===== config.mk =====
export PLATFORM = sky130hd
export DESIGN_NAME = mef_lane
export DESIGN_NICKNAME = d
export VERILOG_FILES = /design/src/rtl/mef_pkg.sv /design/src/rtl/mef_lane.sv
export SDC_FILE = /design/constraint.sdc
export NUM_CORES = 1
export LEC_CHECK = 0
export ABC_CLOCK_PERIOD_IN_PS = 8010
export BUFFER_PORTS_ARGS = -buffer_cell sky130_fd_sc_hd__buf_2
export CORE_UTILIZATION = 49
export CTS_BUF_LIST = sky130_fd_sc_hd__clkbuf_16
export DETAILED_ROUTE_END_ITERATION = 16
export PLACE_DENSITY = 0.77
export SYNTH_ARGS = -nofsm -noshare
export SYNTH_HDL_FRONTEND = slang
export SYNTH_SLANG_ARGS = --single-unit

===== constraint.sdc =====
create_clock -name clk -period 8.01 [get_ports clk]
set_input_delay 0.801 -clock clk [delete_from_list [all_inputs] [get_ports clk]]
set_output_delay 0.801 -clock clk [all_outputs]
set_load 0.1 [all_outputs]

===== src/rtl/mef_pkg.sv =====
// Shared constants and types for the multichannel EMA filter.
`timescale 1ns / 1ps
package mef_pkg;

  localparam int NUM_CHANNELS        = 7;
  localparam int NUM_OFFSET_CHANNELS = 3;
  localparam int SAMPLE_BITS_DEF     = 12;
  localparam int FRAC_BITS           = 16;
  localparam int ALPHA_BITS          = 16;
  localparam int CFG_IDX_BITS        = 2;

  localparam logic [ALPHA_BITS-1:0] ALPHA_RESET = 16'd6554;

  typedef enum logic [CFG_IDX_BITS-1:0] {
    CFG_ALPHA_CURRENT = 2'd0,
    CFG_ALPHA_TEMP    = 2'd1
  } cfg_idx_t;

  typedef struct packed {
    logic step;
    logic capture;
  } lane_ctrl_t;

endpackage


===== src/rtl/mef_lane.sv =====
// One filter lane: Q.16 accumulator, registered update and offset capture.
`timescale 1ns / 1ps
module mef_lane
  import mef_pkg::*;
#(
  parameter int SAMPLE_BITS = SAMPLE_BITS_DEF,
  parameter bit HAS_OFFSET  = 1'b0
) (
  input  logic                          clk,
  input  logic                          rst_n,
  input  lane_ctrl_t                    ctrl,
  input  logic [ALPHA_BITS-1:0]         alpha,
  input  logic [SAMPLE_BITS-1:0]        sample,
  output logic signed [SAMPLE_BITS:0]   filt
);

  localparam int ACC_W  = SAMPLE_BITS + FRAC_BITS;
  localparam int PROD_W = SAMPLE_BITS + ALPHA_BITS + 2;

  logic [ACC_W-1:0]          acc_r, acc_nxt;
  logic [SAMPLE_BITS-1:0]    offset_r, offset_nxt;
  logic [SAMPLE_BITS-1:0]    acc_floor;
  logic signed [SAMPLE_BITS:0] diff;
  logic signed [PROD_W-1:0]  prod;
  logic signed [PROD_W-1:0]  sum;

  assign acc_floor = acc_r[ACC_W-1 -: SAMPLE_BITS];
  assign diff = $signed({1'b0, sample}) - $signed({1'b0, acc_floor});
  assign prod = PROD_W'(diff) * $signed({{(PROD_W-ALPHA_BITS){1'b0}}, alpha});
  assign sum  = $signed({{(PROD_W-ACC_W){1'b0}}, acc_r}) + prod;

  always_comb begin
    acc_nxt    = acc_r;
    offset_nxt = offset_r;
    if (ctrl.step) begin
      if (sum[PROD_W-1]) begin
        acc_nxt = '0;
      end else if (|sum[PROD_W-2:ACC_W]) begin
        acc_nxt = '1;
      end else begin
        acc_nxt = sum[ACC_W-1:0];
      end
    end
    if (ctrl.capture) begin
      offset_nxt = HAS_OFFSET ? acc_floor : '0;
    end
  end

  always_ff @(posedge clk) begin
    if (!rst_n) begin
      acc_r    <= '0;
      offset_r <= '0;
    end else begin
      acc_r    <= acc_nxt;
      offset_r <= offset_nxt;
    end
  end

  assign filt = $signed({1'b0, acc_floor}) - $signed({1'b0, offset_r});

endmodule


# Yosys cells after proc, flatten, opt, wreduce, memory -nomap -nowiden
# Cells that the tools add are included.
[totals] register_bits=28 inputBits=32 output_inout_bits=13 elab_cells=6
[classes] n_addsub=2 multipliers=1 mux=2
[ops] operator="2-to-1 mux 28 bit" count=2
[ops] operator="adder 29 x 30 -> 30 bit" count=1
[ops] operator="multiplier 13 x 17 -> 30 bit" count=1
[ops] operator="subtractor 12 x 12 -> 13 bit" count=1

# Depth between registers and ports, before layout
# Gate-level depths: netlist of the first run.
[depth] ltp_word=5 depth_mapped=36 mapped_depth_nobuf=34

# Worst setup path after synthesis of the first run
# Ideal clock, no wire load.
[synth_path] kind="in2reg" startpoint="input port sample[0]" endpoint="register acc_r[16]" setup_ns=0.067 arrival_ns=7.947 t_required_ns=7.943 setup_slack_ns=-0.004 stages=33 path_buffers=2 cell_sequence="inv_1 > ha_1 > fa_1 > nor2b_1 > o21ai_0 > a21boi_1 > o21ai_0 > a21boi_1 > o21ai_1 > nand2_1 > xor2_1 > clkbuf_1 > nand2_1 > fa_1 > inv_1 > fa_1 > fa_1 > fa_1 > fa_1 > inv_1 > fa_1 > inv_1 > ha_1 > a21oi_1 > o21ai_2 > nor4_2 > nor3_1 > nor2_1 > o21ai_2 > xor2_2 > buf_6 > nor2_1 > o21ai_2"
[synth_between] elab_chain_len=5
[synth_rtl] element="from (decl)" line="mef_lane.sv:13" text="input logic [SAMPLE_BITS-1:0] sample,"
[synth_rtl] element="subtractor 12 x 12 -> 13 bit (*)" line="mef_lane.sv:28" text="assign diff = $signed({1'b0, sample}) - $signed({1'b0, acc_floor});"
[synth_rtl] element="multiplier 13 x 17 -> 30 bit (*)" line="mef_lane.sv:29" text="assign prod = PROD_W'(diff) * $signed({{(PROD_W-ALPHA_BITS){1'b0}}, alpha});"
[synth_rtl] element="adder 29 x 30 -> 30 bit (*)" line="mef_lane.sv:30" text="assign sum = $signed({{(PROD_W-ACC_W){1'b0}}, acc_r}) + prod;"
[synth_rtl] element="2-to-1 mux 28 bit" line="mef_lane.sv:38" text="end else if (|sum[PROD_W-2:ACC_W]) begin"
[synth_rtl] element="2-to-1 mux 28 bit (*)" line="mef_lane.sv:36" text="if (sum[PROD_W-1]) begin"
[synth_rtl] element="to (signal assigned)" line="mef_lane.sv:54" text="acc_r <= acc_nxt;"
[synth_rtl] element="to (decl)" line="mef_lane.sv:20" text="logic [ACC_W-1:0] acc_r, acc_nxt;"
# Every way passes the cells marked *; elsewhere a longest branch is shown, timed or not.
# A chain may end at the register's enable or synchronous reset.

# Worst setup path in the final report of the first run
[layout_path] startpoint="input port sample[0]" endpoint="register acc_r[2]"
# The elaborated chain is that of the path after synthesis.

==> metrics.txt, run 1 <==
worst path arrival time=8.33 ns; Critical Path Start Type=primary input; port bufs=42; DRT antenna net count=0; RSZ-0062 raised after global routing=yes; CTS Sinks=28; drt pass-1 iters=5; final setup vio count=28; max_cap viols=0; Reg with most FFs=acc_r; Final Hold Vio Count=0; largest net degree at the start of global routing=26; Worst setup EP type=flop; Synth top cells by count=inv_1, fa_1, nand2_1; Filler cells=1611; HP Class=flop to flop; vias in the first global route=8238; Avg Vias per Cell=5.32; Synth warnings=0; Critical Path RT=8.19 ns; Top Registers=acc_r x28; area of the core=19500 um2; worst slew pin tran=1.11 ns; CP Class=primary input to flop; initial antenna violation count=0; hold buffers post-CTS=0; layout cell share with drive strength beyond 1=21.9%; Final min period=8.15 ns; Seq cells post-synth=28; Rows=51; Wirelength per Cell=16.0 um; Clock Path Buffers=2; hold path depth=2; cell with the most instances after synthesis=inv_1; CTS tree=yes; Post-synth EDFFs=0; CP Max Fanout=8; total number of vias=8147; fin nets=1595; H-tree Lvls=1; most area-consuming cells after synthesis=fa_1, ha_1, inv_1; Yosys top cell area share=36.8%; Post-Syn Area=9790 um2; syn avg cell area=8.50 um2; Synth async-reset ratio=0%; Yosys cell types=57; first-pass GRT wire length=39000 um; P&R area growth vs syn=18.9%; sequential cell area fraction in the yosys report=5.73%; die area=20600 um2; Detailed Place HPWL=19200 um; Initial Utilization=50.1%; Post-Syn Nets=1479; clock-pin slew on the worst setup and hold paths=0.08 ns; GPL Wtd Cong=0.893; final core occ=59.6%; CTS buffer count=3; Peak Freq=123 MHz; max reg flops=28; Syn Inst Count=1152; ys flop type=dfxtp_1; max-slew violations=0; crit path max-delay cell type=fa_1; worst hold slack=0.468 ns; clk_lat worst skew=0.28 ns; worst reg2reg path depth=35; final WL=24500 um; chip height=143 um; dominant cell type by area after synthesis=fa_1; remaining global-route overflow=0; Clock Skew=0.00458 ns; # IOs=45; Slowest Stage Delay on Critical Path=0.57 ns; ant diodes=0; Max-slew headroom=25.5%; number of remaining DRC errors=0; final worst path period share=102%; violated checks=negative setup slack; CTS Root Cell=clkbuf_16; Chip Width=143 um; Overall Global Routing Usage=24.3%; status=complete, but fails checks; Detailed Route Iter0 Violations=381; PnR worst setup slack=-0.140 ns
## area by class of cell
cell class	instances	area, um2	share of cell area (%)
Multi-Input combinational cell	837	8480	72.8
Timing Repair Buffer	169	1310	11.2
Inverter	229	862	7.40
Sequential cell	28	561	4.81
Tap cell	265	332	2.85
Clock buffer	3	75.1	0.645
Clock inverter	1	30.0	0.258
## cells in the final DEF (no fill, tap or decap), types with 21 or more instances in the layout
cell type,synthesis,routed
nand2b_1,38,38
buf_2,5,41
a21oi_1,29,21
nand2_1,172,169
inv_1,229,225
and2_1,41,40
o21ai_2,22,32
fa_1,180,179
nor2_1,57,48
ha_1,115,110
buf_4,13,111
dfxtp_1,28,28
## kinds of logic after synthesis
logic type                 count (synthesis)  share of synthesized area, %
DFF                                       28                          5.73
AOI/OAI and AO/OA                        120                          8.40
other                                      1                        0.0383
and+or+nand+nor                          373                          17.8
buffers and inverters                    287                          11.9
xor gates and xnor gates                  31                          2.85
muxes                                     17                          1.80
adders and majority gates                295                          51.5
## metal layers
layer | global-route usage, % | share of wire [%]
met5 | 0 | 0
met4 | 6.66 | 3.7
met3 | 2.37 | 4.7
met2 | 44.7 | 51
met1 | 30.3 | 41
## stage by stage
stage / setup TNS [ns] / cells / worst slack, ns / area (um2)
floorplan: 0 / 1152 / 0.0624 / 9800
global placement: -15.38 / 1499 / -0.597 / 10800
detailed placement: -18.71 / 1499 / -0.734 / 10800
CTS: 0 / 1520 / 0.00269 / 11300
global route: -11.02 / 1532 / -0.441 / 11600
finish: -3.02 / 1532 / -0.140 / 11600
## final timing paths
| kind | from | to | slack (ns) |
|---|---|---|---|
| max | sample[0] | acc_r[2] | -0.14 |
| min | acc_r[5] | acc_r[5] | 0.47 |
| max reg2reg | acc_r[17] | acc_r[2] | 0.10 |
| min reg2reg | acc_r[5] | acc_r[5] | 0.47 |
## worst max-delay path, delay by kind of cell
family                   cells  cell delay, ns
adder cells (fa/ha/maj)      9            3.84
AO/OA/AOI/OAI               10            1.83
AND/OR/NAND/NOR              6            0.91
buffers and inverters        9            0.78
XOR/XNOR                     1            0.12
## timing repair
item                                   CTS  global route
resized for setup                       35            79
setup endpoints to repair               28            28
endpoints found under the hold margin    0             0
setup buffers                           14            13
pin swaps                               14            59
cloned                                   3             0
Power of run 1 is not shown: default switching activity piles up to over one toggle a cycle in this logic, so the estimate is an artifact.
==> inputs of run 2 (changes only) <==
--- a/config.mk
+++ b/config.mk
@@ -8,4 +8,5 @@
 export ABC_CLOCK_PERIOD_IN_PS = 8010
 export BUFFER_PORTS_ARGS = -buffer_cell sky130_fd_sc_hd__buf_2
+export CORE_MARGIN = 8
 export CORE_UTILIZATION = 49
 export CTS_BUF_LIST = sky130_fd_sc_hd__clkbuf_16
==> constraint.sdc (replaced) <==
create_clock -name clk -period 8.01 [get_ports clk]
set_input_delay 0.801 -clock clk [delete_from_list [all_inputs] [get_ports clk]]
set_output_delay 0.801 -clock clk [all_outputs]
set_load 0.05 [all_outputs]
==> metrics.txt, run 2 (same netlist as run 1, synthesis figures left out) <==
die area=24800 um2 (+20%); Reg2Reg Launch Point=acc_r[17]; Reg with most FFs=acc_r; most frequent cells in the layout=inv_1, fa_1, nand2_1, ha_1, buf_4; hold path depth=2 (unchanged); Sequential Area=561 um2 (unchanged); # IOs=45 (unchanged); drt pass-1 iters=6 (+1); post-route setup TNS=-1.70 ns (+1.32 ns); final worst path period share=102% (about the same); Critical Path Start Type=primary input; P&R area growth vs syn=18.1%; max reg flops=28 (unchanged); violated checks=negative setup slack; hold buffers post-CTS=0 (unchanged); kind of cell adding the most delay to the critical path=adder cells; final WL=25700 um (+5.0%); Filler cells=1627 (+0.99%); layout cell share with drive strength beyond 1=21.0% (-0.81 points); Worst setup EP type=flop; RSZ-0062 raised after global routing=yes; PnR worst setup slack=-0.139 ns (+0.000789 ns); Final min period=8.15 ns (-0.000789 ns); HP Class=flop to flop; clock-pin slew on the worst setup and hold paths=0.08 ns (about the same); initial antenna violation count=1 (+1); Top Registers=acc_r x28; DRT antenna net count=0 (unchanged); clk_lat worst skew=0.28 ns (about the same); worst reg2reg path depth=31 (-11%); H-tree Lvls=1 (unchanged); total number of vias=8273 (+1.5%); CTS tree=yes; Worst Hold End=acc_r[10]; fin area=11600 um2 (-0.68%); max-slew violations=0 (unchanged); remaining global-route overflow=0 (unchanged); Overall Global Routing Usage=20.9% (-3.5 points); commonest non-fill, non-tap cell in the layout=inv_1; Critical Path RT=8.20 ns (about the same); Avg Vias per Cell=5.43 (+2.1%); CP Max Fanout=6 (-2); Max-slew headroom=23.2% (-2.2 points); worst path bufs/invs=6 (-3); vias in the first global route=8853 (+7.5%); multi-input logic area=8490 um2 (+0.13%); CTS Root Cell=clkbuf_16; largest net degree at the start of global routing=26 (unchanged); port bufs=42 (unchanged); Rows=51 (unchanged); min-delay src=acc_r[10]; chip height=157 um (+9.8%); final setup vio count=25 (-11%); Chip Width=157 um (+9.8%); Placed Area=10800 um2 (-0.28%); worst slew pin tran=1.15 ns (+0.0336 ns); Wirelength per Cell=16.9 um (+5.6%); fin nets=1587 (-0.50%); GPL Wtd Cong=0.862 (-3.5%); reg2reg end=acc_r[17]; final core occ=59.2% (-0.40 points); Initial Utilization=50.1% (unchanged); number of remaining DRC errors=0 (unchanged); R2R Setup Slk=0.04 ns (-0.06 ns); ant diodes=0 (unchanged); crit path max-delay cell type=fa_1; Clock Path Buffers=2 (unchanged); Slowest Stage Delay on Critical Path=0.57 ns (about the same); Most Frequent Cell on Critical Path=fa_1; CTS Sinks=28 (unchanged); Detailed Route Iter0 Violations=482 (+27%); area of the core=19500 um2 (unchanged); Clock Skew=0.0129 ns (+0.00833 ns); Final Hold Vio Count=0 (unchanged); CP Class=primary input to flop; status=complete, but fails checks; Detailed Place HPWL=19600 um (+2.3%); worst path arrival time=8.34 ns (about the same); Peak Freq=123 MHz (about the same); first-pass GRT wire length=41500 um (+6.4%); max_cap viols=0 (unchanged); CTS buffer count=3 (unchanged)
-- run 2: worst max path at each step --
stage / startpoint / to / slack, ns / cells after the start
after CTS: sample[0] / acc_r[20] / 0.007 / 31
after global placement: sample[0] / acc_r[24] / -0.72 / 34
after floorplan: sample[0] / acc_r[7] / 0.06 / 33
after global routing: sample[0] / acc_r[17] / -0.40 / 35
after detailed placement: sample[0] / acc_r[27] / -0.80 / 31
final: sample[0] / acc_r[17] / -0.14 / 33
-- run 2: metrics by stage --
| step | worst slack, ns | hold slack, ns | instances |
|---|---|---|---|
| floorplan | 0.0624 | 0.429 | 1152 |
| global placement | -0.716 | 0.443 | 1500 |
| detailed placement | -0.802 | 0.453 | 1500 |
| CTS | 0.00652 | 0.468 | 1517 |
| global route | -0.401 | 0.487 | 1524 |
| finish | -0.139 | 0.470 | 1524 |
-- run 2: tightest hold or removal path, delay by kind of cell (launching register included) --
family / cells / cell delay, ns
AND/OR/NAND/NOR: 1 / 0.07
AO/OA/AOI/OAI: 1 / 0.05
flip-flops: 1 / 0.32
-- run 2: area by class of cell --
cell class | instances | share of cell area, %
Clock inverter | 1 | 0.260
Tap cell | 265 | 2.87
Multi-Input combinational cell | 838 | 73.4
Timing Repair Buffer | 160 | 10.5
Inverter | 229 | 7.45
Sequential cell | 28 | 4.85
Clock buffer | 3 | 0.649
-- run 2: repair_timing --
| item | CTS | global route |
|---|---|---|
| pin swaps | 15 | 50 |
| endpoints found under the setup margin | 28 | 28 |
| resized for setup | 50 | 52 |
| cloned | 3 | 1 |
| setup buffers | 10 | 7 |
-- run 2: per-layer routing --
metal	track usage (%)	wire (um)	up-vias
met3	2.63	1420	107
met1	25.0	10100	4107
met4	9.47	1360	0
li1	-	-	3743
met5	0	0	-
met2	36.8	12800	316
Power of run 2 is left out for the same reason.
